$ cat src/rtl/pcmid_ram.sv
module pcmid_ram #(
	parameter int WIDTH = 8,
	parameter int DEPTH = 256
) (
	input  logic                     clk,
	input  logic                     we,
	input  logic [$clog2(DEPTH)-1:0] waddr,
	input  logic [WIDTH-1:0]         wdata,
	input  logic                     re,
	input  logic [$clog2(DEPTH)-1:0] raddr,
	output logic [WIDTH-1:0]         rdata
);

	logic [WIDTH-1:0] mem [DEPTH];

	always_ff @(posedge clk) begin
		if (we) begin
			mem[waddr] <= wdata;
		end
		if (re) begin
			rdata <= mem[raddr];
		end
	end

endmodule

$ cat config.mk
export PLATFORM = sky130hd
export DESIGN_NAME = pcmid_ram
export DESIGN_NICKNAME = d
export VERILOG_FILES = /design/src/rtl/pcmid_ram.sv
export SDC_FILE = /design/constraint.sdc
export NUM_CORES = 2
export LEC_CHECK = 0
export BUFFER_PORTS_ARGS = -buffer_cell sky130_fd_sc_hd__buf_2
export CORE_ASPECT_RATIO = 1.5
export CORE_MARGIN = 8
export CORE_UTILIZATION = 50
export CTS_BUF_LIST = sky130_fd_sc_hd__clkbuf_16
export CTS_CLUSTER_DIAMETER = 40
export DETAILED_ROUTE_END_ITERATION = 6
export MAX_ROUTING_LAYER = met4
export PLACE_DENSITY_LB_ADDON = 0.25
export SYNTH_ARGS = -nofsm -noshare
export SYNTH_HDL_FRONTEND = slang
export SYNTH_SLANG_ARGS = --single-unit
$ cat constraint.sdc
create_clock -name clk -period 3 [get_ports clk]
set_input_delay 0.45 -clock clk [delete_from_list [all_inputs] [get_ports clk]]
set_output_delay 0.45 -clock clk [all_outputs]
set_load 0.03 [all_outputs]
==> results.txt <==
----------------------------------------------------
[Status]
  Run status ... finished, final reports clean

[Power]
  Switching share of power ... 21.3%
  Sw Pwr ... 12.5 mW
  Total power per unit cell area ... ~640 nW/µm²
  Maximum VDD drop ... 0.000618 V
  Clock network fraction of design power ... 40.8%
  Total leakage power ... 29.8 nW
  Combinational group share of total power ... 5.4%
  Internal power contribution ... 46.4 mW
  Reg power frac ... 53.8%

[Setup path]
  Signal arrival time at the worst endpoint ... 3.35 ns
  Type of origin of the critical path ... register
  Startpoint-to-endpoint class of the critical path ... register to register
  Highest net fanout along the worst path ... 1
  Count of cells along the worst register-to-register path ... 8
  CP Data Required Time ... 3.52 ns
  Launching point of the worst reg2reg path ... mem[101][1]
  Endpoint kind of the worst setup timing path ... register
  Critical path launch point ... mem[101][1]

[Logic synthesis]
  Number of warnings printed during yosys synthesis ... 0
  Number of distinct library cells after synthesis ... 54
  Area fraction in and, or, nand and nor cells after synthesis ... under 10%
  Largest cells by area after synthesis ... sky130_fd_sc_hd__edfxtp_1 (78%), sky130_fd_sc_hd__mux4_2 (13%), sky130_fd_sc_hd__mux2i_1 (1.7%)
  Synthesized instance count ... 3733
  Area fraction of the dominant cell type after synthesis ... between 70 and 80%
  Cell taking the most area after synthesis ... sky130_fd_sc_hd__edfxtp_1
  Multiplexer fraction of the synthesized cell area ... 14.6%
  Post-Synth XOR/XNOR Area ... 0%
  Post-synthesis adder-cell area fraction ... 0%
  Average instance area after synthesis ... between 20 and 25 µm²
  Cell area after technology mapping ... 79600 µm²
  Ys flop type ... sky130_fd_sc_hd__edfxtp_1
  Post-synth ARST share ... 0%
  Combinational family with the most area after synthesis ... multiplexers
  Flip-flop and latch count after synthesis ... 2056
  Number of enable flip-flop cells after synthesis ... just over 2k
  Compound-Gate Fraction of Synth Area ... roughly 3.4%
  Post-synthesis sequential area ratio ... 77.5%
  Synthesized Nets ... 3760

[Timing]
  Worst clock skew ... ~0.022 ns
  Max Clock Freq ... 353 MHz
  Setup-failing EPs final ... 0
  Slew of the pin with the lowest slew margin ... approximately 1 ns
  Unrepaired setup endpoints after global routing ... false
  Time the worst path needs with I/O delays and setup ... between 2 and 3 ns
  Hold Violations, Final ... 0
  Portion of the clock cycle consumed by the worst path in the final layout ... 94.3%
  Final TNS setup ... 0 ns
  Max-slew violation total from the final report ... 0
  Worst-case headroom to the max-slew limit ... 33.6%

[Worst hold path]
  Path category of the worst min-delay check ... input port to register
  Number of stages on the worst hold path ... 1
  Hold_sp ... wdata[7]

[GRT]
  Initial antenna violation count ... 11
  Largest net degree at the start of global routing ... 123
  Overflow left after global routing ... 0
  Via count of the first global-routing pass ... about 40k
  Global-route wire length before repair ... between 200000 and 300000 µm
  Global routing usage summed across all routing layers ... roughly a quarter

[Layout]
  Storage cell area ... between 60000 and 70000 µm²
  Number of standard cells in the final layout excluding fillers ... 6544
  Number of fill cells ... 11.2k
  Multi-input logic area ... 16500 µm²
  Share of post-route cells with drive strength above 1 ... a little under a third
  Final nets ... 4319
  Layout Area Growth over Synthesis ... 16.2%
  Most common library cell in the layout ignoring fill and taps ... sky130_fd_sc_hd__edfxtp_1
  Top library cells by usage in the layout, fill and taps aside ... sky130_fd_sc_hd__edfxtp_1 (2056), sky130_fd_sc_hd__buf_4 (499), sky130_fd_sc_hd__mux4_2 (454)

[Drt]
  DRT Wirelength ... 196000 µm
  Initial detailed-routing violation count ... 4262
  Average via count per standard cell ... 6.10
  Via Count ... 39.9k
  First-pass DRT Iterations ... 5
  Final ANT Viol Nets ... 0
  DRC ... 0
  Mean routed wirelength per cell ... 30.0 µm

[Clocking]
  Deepest clock path buffer count ... 3
  CTS tree ... built
  Clock root buffer ... sky130_fd_sc_hd__clkbuf_16
  Clock H-tree levels ... 4
  Clock transition time at the flip-flop clock pins of the worst setup and hold paths ... 0.07 ns
  Worst skew pair latency ... 0.80 ns
  Number of setup buffers added after CTS ... 0
  Total clock sinks ... 2056
  Number of CTS-inserted buffers ... 186

[Place]
  # placed instances ... just over 6k
  Quantity of I/O buffers inserted on ports ... 34
  Final weighted congestion of routability-driven global placement ... between 0.8 and 0.9
  Detail Placement HPWL ... roughly 130000 µm

[Floorplanning]
  Effective utilization at floorplan ... between 50% and 60%
  Die area ... about 170000 µm²
  Floorplan row count ... around 180
  Number of top-level pins ... 35
  Die X-Extent ... 342 µm
  Die height ... 505 µm
  Std-Cell Core Area ... 158000 µm²

[Flow run]
  Count of max-cap constraint violations ... 0

----------------------------------------------------
metrics by stage:
stage	instance area [µm²]	utilization [%]	hold slack, ns	setup WS (ns)	total power [mW]
3_3_place_gp	86300	54.5	0.825	-1.16	35.5
2_1_floorplan	79600	-	0.549	0.474	33.9
5_1_grt	92600	58.5	0.0432	0.149	60.4
4_1_cts	92500	58.4	0.0160	0.135	59.3
6_report	92600	58.5	0.0612	0.171	58.9
3_5_place_dp	86300	54.5	0.831	-0.892	35.5
flip-flops by register name, indices dropped and copies added, names as in the netlist:
name / cells
rdata: 8
mem: 2048
worst max-delay path, cell delays in order, from the launching register on:
cell and delay [ns]:
sky130_fd_sc_hd__edfxtp_1 0.35, sky130_fd_sc_hd__mux4_2 0.48, sky130_fd_sc_hd__nor2b_1 0.15, sky130_fd_sc_hd__a211oi_1 0.44, sky130_fd_sc_hd__buf_4 0.20, sky130_fd_sc_hd__nor3_1 0.06
sky130_fd_sc_hd__nor4_4 0.61, sky130_fd_sc_hd__buf_4 0.21, sky130_fd_sc_hd__nor4_1 0.04
metal layers:
layer / GRT usage (%) / up-vias / part of all wire, %
met2: 38.9 / 1555 / 52
met3: 3.78 / 373 / 6.8
met5: - / - / 0
met1: 28.6 / 21138 / 37
met4: 9.39 / 0 / 4.5
li1: - / 16821 / -
cell usage after synthesis, types with 4 or more instances:
| cell type | number |
|---|---|
| sky130_fd_sc_hd__mux4_2 | 454 |
| sky130_fd_sc_hd__o211ai_1 | 10 |
| sky130_fd_sc_hd__buf_6 | 21 |
| sky130_fd_sc_hd__nand4_1 | 10 |
| sky130_fd_sc_hd__nor4_1 | 24 |
| sky130_fd_sc_hd__nand3_1 | 34 |
| sky130_fd_sc_hd__a211oi_1 | 16 |
| sky130_fd_sc_hd__buf_2 | 31 |
| sky130_fd_sc_hd__clkbuf_1 | 111 |
| sky130_fd_sc_hd__o21ai_0 | 10 |
| sky130_fd_sc_hd__and2_1 | 6 |
| sky130_fd_sc_hd__buf_12 | 8 |
| sky130_fd_sc_hd__o22ai_1 | 28 |
| sky130_fd_sc_hd__nand2_1 | 33 |
| sky130_fd_sc_hd__a22oi_1 | 133 |
| sky130_fd_sc_hd__nand2b_1 | 8 |
| sky130_fd_sc_hd__or2_2 | 4 |
| sky130_fd_sc_hd__nor3_1 | 22 |
| sky130_fd_sc_hd__o32ai_1 | 4 |
| sky130_fd_sc_hd__nor2b_1 | 31 |
| sky130_fd_sc_hd__mux2i_1 | 134 |
| sky130_fd_sc_hd__buf_4 | 27 |
| sky130_fd_sc_hd__o221ai_1 | 46 |
| sky130_fd_sc_hd__a22o_1 | 8 |
| sky130_fd_sc_hd__buf_8 | 13 |
| sky130_fd_sc_hd__o22a_1 | 5 |
| sky130_fd_sc_hd__a221oi_1 | 13 |
| sky130_fd_sc_hd__edfxtp_1 | 2056 |
| sky130_fd_sc_hd__a21oi_1 | 96 |
| sky130_fd_sc_hd__nor2_1 | 282 |
| sky130_fd_sc_hd__buf_1 | 22 |
worst paths after layout:
check | to | slack [ns]
worst min register to register | rdata[6] | 1.14
worst min-delay path | mem[66][7] | 0.06
worst max-delay path | rdata[1] | 0.17
worst max register to register | rdata[1] | 0.17
layout make-up:
type / instances / area share, %
sequential: 2056 / 66.7
multi-input combinational: 1442 / 17.9
timing repair buffer: 604 / 5.87
clock buffer: 189 / 5.11
tap: 2081 / 2.81
clock inverter: 157 / 1.61
antenna: 13 / 0.0351
inverter: 2 / 0.00811
logic make-up after synthesis:
logic type,after synthesis
AOI/OAI and AO/OA,385
DFF,2056
buffers and inverters,235
muxes,591
and+or+nand+nor,466
timing repair:
item                       4_1_cts  5_1_grt
resized for setup                3        0
hold endpoints to repair        69        0
hold buffers                     3        0
setup endpoints to repair        2        0
power by group through the flow:
stage,clock network [mW],logic [mW],registers [mW]
after floorplan,0,1.54,32.3
after global placement,0,3.14,32.3
after detailed placement,0,3.18,32.3
after CTS,24.4,3.19,31.7
after global routing,25.4,3.32,31.7
final,24.1,3.16,31.7
Note: power is estimated with default switching activity, not from simulation.
